[src/rtl/suk_pkg.sv]
// Shared types and constants for the sorted unique key table.
// Holds the beat structs, entry and search wave types and the state enum.
// Depends on nothing.
`timescale 1ns / 1ps
`default_nettype none

package suk_pkg;

    localparam int CAPACITY_DEFAULT = 64;
    localparam int KEY_W = 32;
    localparam int VALUE_W = 16;
    localparam int POS_OUT_W = 7;

    localparam logic ACT_INSERT = 1'b0;
    localparam logic ACT_LOOKUP = 1'b1;

    localparam logic [1:0] ST_OK = 2'd0;
    localparam logic [1:0] ST_DUP = 2'd1;
    localparam logic [1:0] ST_FULL = 2'd2;

    typedef struct packed {
        logic                    action;
        logic signed [KEY_W-1:0] part_key;
        logic                    part_kind;
        logic [VALUE_W-1:0]      part_value;
    } in_t;

    typedef struct packed {
        logic [1:0]           status;
        logic                 found;
        logic [POS_OUT_W-1:0] position;
        logic                 found_kind;
        logic [VALUE_W-1:0]   found_value;
    } out_t;

    typedef struct packed {
        logic signed [KEY_W-1:0] part_key;
        logic                    part_kind;
        logic [VALUE_W-1:0]      part_value;
    } entry_t;

    typedef struct packed {
        logic               valid;
        logic               hit;
        logic               gt_seen;
        logic               kind;
        logic [VALUE_W-1:0] value;
    } wave_t;

    typedef enum logic [1:0] {
        S_IDLE,
        S_SCAN,
        S_DONE
    } state_t;

endpackage

`default_nettype wire

[src/rtl/suk_cell.sv]
// One cell of the sorted chain: holds a single entry and one stage of the search wave.
// Shifts its entry towards the next cell on insert. Depends on suk_pkg.
`timescale 1ns / 1ps
`default_nettype none

module suk_cell import suk_pkg::*; #(
    parameter int CAPACITY = CAPACITY_DEFAULT,
    parameter int IDX = 0,
    localparam int POS_W = $clog2(CAPACITY + 1)
) (
    input  wire logic             aclk,
    input  wire logic             aresetn,
    input  wire in_t              probe,
    input  wire logic [POS_W-1:0] count,
    input  wire logic             commit,
    input  wire entry_t           left_entry,
    input  wire logic             left_shift,
    input  wire wave_t            left_wave,
    input  wire logic [POS_W-1:0] left_hit_pos,
    input  wire logic [POS_W-1:0] left_slot,
    output entry_t                entry_out,
    output logic                  shift_out,
    output wave_t                 wave_out,
    output logic [POS_W-1:0]      hit_pos_out,
    output logic [POS_W-1:0]      slot_out
);

    localparam logic [POS_W-1:0] MY_POS = POS_W'(IDX);

    entry_t           entry_reg;
    wave_t            wave_reg;
    wave_t            wave_next;
    logic [POS_W-1:0] hit_pos_reg;
    logic [POS_W-1:0] hit_pos_next;
    logic [POS_W-1:0] slot_reg;
    logic [POS_W-1:0] slot_next;
    logic             live;
    logic             match;
    logic             gt;
    logic             take;
    entry_t           entry_next;

    assign live  = MY_POS < count;
    assign match = live && (entry_reg.part_key == probe.part_key);
    assign gt    = live && ($signed(entry_reg.part_key) > $signed(probe.part_key));
    assign take  = commit && (gt || (MY_POS == count));

    always_comb begin
        wave_next    = left_wave;
        hit_pos_next = left_hit_pos;
        slot_next    = left_slot;
        if (left_wave.valid && match && !left_wave.hit) begin
            wave_next.hit   = 1'b1;
            wave_next.kind  = entry_reg.part_kind;
            wave_next.value = entry_reg.part_value;
            hit_pos_next    = MY_POS;
        end
        if (left_wave.valid && gt && !left_wave.gt_seen) begin
            wave_next.gt_seen = 1'b1;
            slot_next         = MY_POS;
        end
        if (left_shift) begin
            entry_next = left_entry;
        end else begin
            entry_next.part_key   = probe.part_key;
            entry_next.part_kind  = probe.part_kind;
            entry_next.part_value = probe.part_value;
        end
    end

    always_ff @(posedge aclk) begin
        if (!aresetn) begin
            wave_reg.valid <= 1'b0;
        end else begin
            wave_reg.valid <= wave_next.valid;
        end
        wave_reg.hit     <= wave_next.hit;
        wave_reg.gt_seen <= wave_next.gt_seen;
        wave_reg.kind    <= wave_next.kind;
        wave_reg.value   <= wave_next.value;
        hit_pos_reg      <= hit_pos_next;
        slot_reg         <= slot_next;
    end

    always_ff @(posedge aclk) begin
        if (take) begin
            entry_reg <= entry_next;
        end
    end

    assign entry_out   = entry_reg;
    assign shift_out   = gt;
    assign wave_out    = wave_reg;
    assign hit_pos_out = hit_pos_reg;
    assign slot_out    = slot_reg;

endmodule

`default_nettype wire

[config.mk]
export PLATFORM = sky130hd
export DESIGN_NAME = suk_cell
export DESIGN_NICKNAME = d
export VERILOG_FILES = /design/src/rtl/suk_pkg.sv /design/src/rtl/suk_cell.sv
export SDC_FILE = /design/constraint.sdc
export NUM_CORES = 1
export LEC_CHECK = 0
export BUFFER_PORTS_ARGS = -buffer_cell sky130_fd_sc_hd__buf_2
export CAP_MARGIN = 10
export CORE_UTILIZATION = 40
export DETAILED_ROUTE_END_ITERATION = 10
export GPL_TIMING_DRIVEN = 0
export HOLD_SLACK_MARGIN = 0.06
export PLACE_DENSITY = 0.74
export SKIP_CTS_REPAIR_TIMING = 1
export SLEW_MARGIN = 20
export SYNTH_ARGS = -nofsm -noshare
export SYNTH_HDL_FRONTEND = slang
export SYNTH_SLANG_ARGS = --single-unit
[constraint.sdc]
create_clock -name aclk -period 13.8 [get_ports aclk]
set_clock_uncertainty 0.1 [all_clocks]
set_input_delay 2.07 -clock aclk [delete_from_list [all_inputs] [get_ports aclk]]
set_output_delay 2.07 -clock aclk [all_outputs]
set_load 0.1 [all_outputs]
==> run metrics <==
Sequential Power Share 38.4%; # port buffers 225; Leak 2.70 nW; worst vdd ir 0.0688 mV; FP Rows 35; I/O pin count 228; distinct cell type count after synthesis 39; wire per inst 15.3 um; slew margin rel. 55.0%; post-synthesis async set-or-reset flop share 0%; Root Buffer clkbuf_8; WS Path Type in2out; combinational share of power 37.0%; total CTS buffers 9; grt total ovfl 0; fin nets 759; class of the worst hold path reg2reg; Final ANT Viol Nets 0; cell depth of the worst setup path 10; Max Fclk 148 MHz; ys flop type edfxtp_1; worst skew pair latency 350 ps; Yosys warning total 0; largest net degree at the start of global routing 16; Seq/Total Area, Yosys 54.3%; count leader, synth edfxtp_1; starting density of the core 42.1%; core box area 9420 um2; R2R Setup Slk 10010 ps; number of synthesized flops with an enable pin 49; top-area cell type share of the netlist area 37.1%; post-synthesis cell count 340; ant diodes 0; Synth Area per Inst 11.7 um2; Syn Std Cell Area 3960 um2; vias in the first global route 3527; R2R cell count 11; Fin. Hold Viols 0; clock sink count 83; Startpoint Class input pin; most instantiated cells after synthesis edfxtp_1, nand2_1, mux2_2; FF-to-FF Start entry_out[39]$_DFFE_PP_; worst path cell trace buf_2, inv_1, ha_1, nand4_1, inv_1, a221o_1, a2111o_1, or3_1, a21oi_1, buf_2; Worst-Margin Slew 675 ps; Routed WL 11000 um; WHS 401 ps; Chip Width 102 um; clock slew at reported path FFs 80 ps; Crit. End Element output pin; outcome finished, final reports clean; Synth area leader edfxtp_1; synth-to-layout area growth 39.5%; CTS Buffer Depth 2; Final GP Congestion 0.774; Via Count 3473; Max-Cap Viols 0; required time of the critical path 11630 ps; Hold Path Stages 1; dominant cells by area after synthesis edfxtp_1, dfxtp_1, ha_1; Post-Syn Nets 516; global-route wire length before repair 16400 um; DR pass1 iterations 4; RSZ-0062 raised after global routing no; DP HPWL 8830 um; Power Density 143 nW/um2; min Tclk post-route 6750 ps; sw power 0.000341 W; min-delay src entry_out[10]$_DFFE_PP_; Clock Power Share 24.7%; crit path to shift_out; H-Tree Depth 3; internal power 0.000449 W; global-route total usage across every layer 21.1%; switching part of the total power 43.2%; setup TNS 0 ps; Crit path arrival time 4580 ps; #FFs+latches synth 83; DIE HEIGHT 102 um; CP bufs+invs 4; Final Setup Violations 0; max-slew violations 0; initial DRC count 68; CP max stage cell a2111o_1; fillcell total 849; Die ar. 10300 um2; crit path max fanout 7; worst stage delay on the critical path 530 ps; crit path from probe[39]; Tcrit/Tclk final 48.9%; CP top delay family compound AO/OA/AOI/OAI gates; initial antenna violation count 0; reg-to-reg endpoint entry_out[21]$_DFFE_PP_; vias per cell 4.84; DRC violations left 0; CTS tree done; share of layout cells above drive strength 1 50.3%
==> routing by layer <==
layer | global-route usage (%) | wire length (um) | up-vias
li1 | - | - | 1707
met1 | 24.2 | 4490 | 1617
met2 | 38.6 | 5660 | 137
met3 | 4.69 | 681 | 12
met4 | 7.02 | 125 | 0
met5 | 0 | 0 | -
==> cell type report <==
| class | instances | area [um2] | share of cell area [%] |
|---|---|---|---|
| plain buffers | 12 | 53.8 | 0.974 |
| flip-flops and latches | 83 | 2150 | 39.0 |
| well taps | 129 | 161 | 2.92 |
| inverters | 34 | 128 | 2.31 |
| multi-input cells | 211 | 1630 | 29.5 |
| clock inverters | 4 | 35.0 | 0.634 |
| clock buffers | 12 | 188 | 3.40 |
| repair buffers | 232 | 1180 | 21.3 |
==> cell families after synthesis <==
kind of cell	count (synthesis)	synth area share, %
simple gates	85	12.3
flops	83	54.3
compound gates	59	8.78
buf+inv	46	4.58
mux	35	9.95
fa+ha+maj	32	10.1
==> registers in the layout, indices dropped and copies added, names as in the netlist <==
| register | count |
|---|---|
| wave_out | 20 |
| entry_out | 49 |
| hit_pos_out | 7 |
| slot_out | 7 |
==> worst register-to-register path: stages, from the launching register on <==
cell      delay, ps
edfxtp_1        410
ha_1            330
nand4_1         180
inv_1            70
a221o_1         330
a2111o_1        530
or4b_1          490
o211ai_1        250
buf_4           260
buf_4           170
buf_4           190
buf_4           180
==> power groups by stage <==
| stage | logic, W | clock network (W) | registers (W) |
|---|---|---|---|
| final | 0.000292 | 0.000195 | 0.000303 |
| after global routing | 0.000307 | 0.000206 | 0.000306 |
| after floorplan | 0.0000606 | 0 | 0.000476 |
| after detailed placement | 0.000293 | 0 | 0.000309 |
| after CTS | 0.000294 | 0.000197 | 0.000304 |
| after global placement | 0.000283 | 0 | 0.000311 |
==> cells in the final DEF (no fill, tap or decap), types with 2 or more instances in the layout <==
cell | synthesis | final
clkbuf_1 | 9 | 9
inv_1 | 34 | 34
nor3b_1 | 8 | 8
nand2_1 | 39 | 39
o21ai_0 | 33 | 33
mux2_2 | 35 | 35
nor2b_1 | 8 | 8
a21oi_1 | 11 | 11
nand4_1 | 6 | 6
ha_1 | 32 | 32
nand3_1 | 7 | 7
buf_4 | 2 | 9
a21oi_2 | 2 | 2
nor4_1 | 2 | 2
nor2_1 | 3 | 3
edfxtp_1 | 49 | 49
clkbuf_8 | 0 | 10
dfxtp_1 | 34 | 34
buf_2 | 1 | 226
o211ai_1 | 3 | 3
a21o_1 | 3 | 3
clkbuf_16 | 0 | 2
==> stage by stage <==
step | area, um2 | setup slack, ps | utilization, % | instances | power, W
after detailed placement | 5300 | 7060 | 56.3 | 701 | 0.000602
final | 5520 | 7050 | 58.7 | 717 | 0.000790
after CTS | 5520 | 7050 | 58.7 | 717 | 0.000794
after floorplan | 3960 | 6380 | - | 340 | 0.000537
after global placement | 5250 | 5930 | 55.7 | 694 | 0.000594
after global routing | 5520 | 6930 | 58.7 | 717 | 0.000819
==> how the worst min path moves through the flow <==
stage                           end
2_1_floorplan  wave_out[10]$_DFF_P_
3_3_place_gp    wave_out[6]$_DFF_P_
3_5_place_dp   wave_out[10]$_DFF_P_
4_1_cts        wave_out[10]$_DFF_P_
5_1_grt         wave_out[3]$_DFF_P_
6_report       wave_out[10]$_DFF_P_
Power figures use the tool's default switching activity.
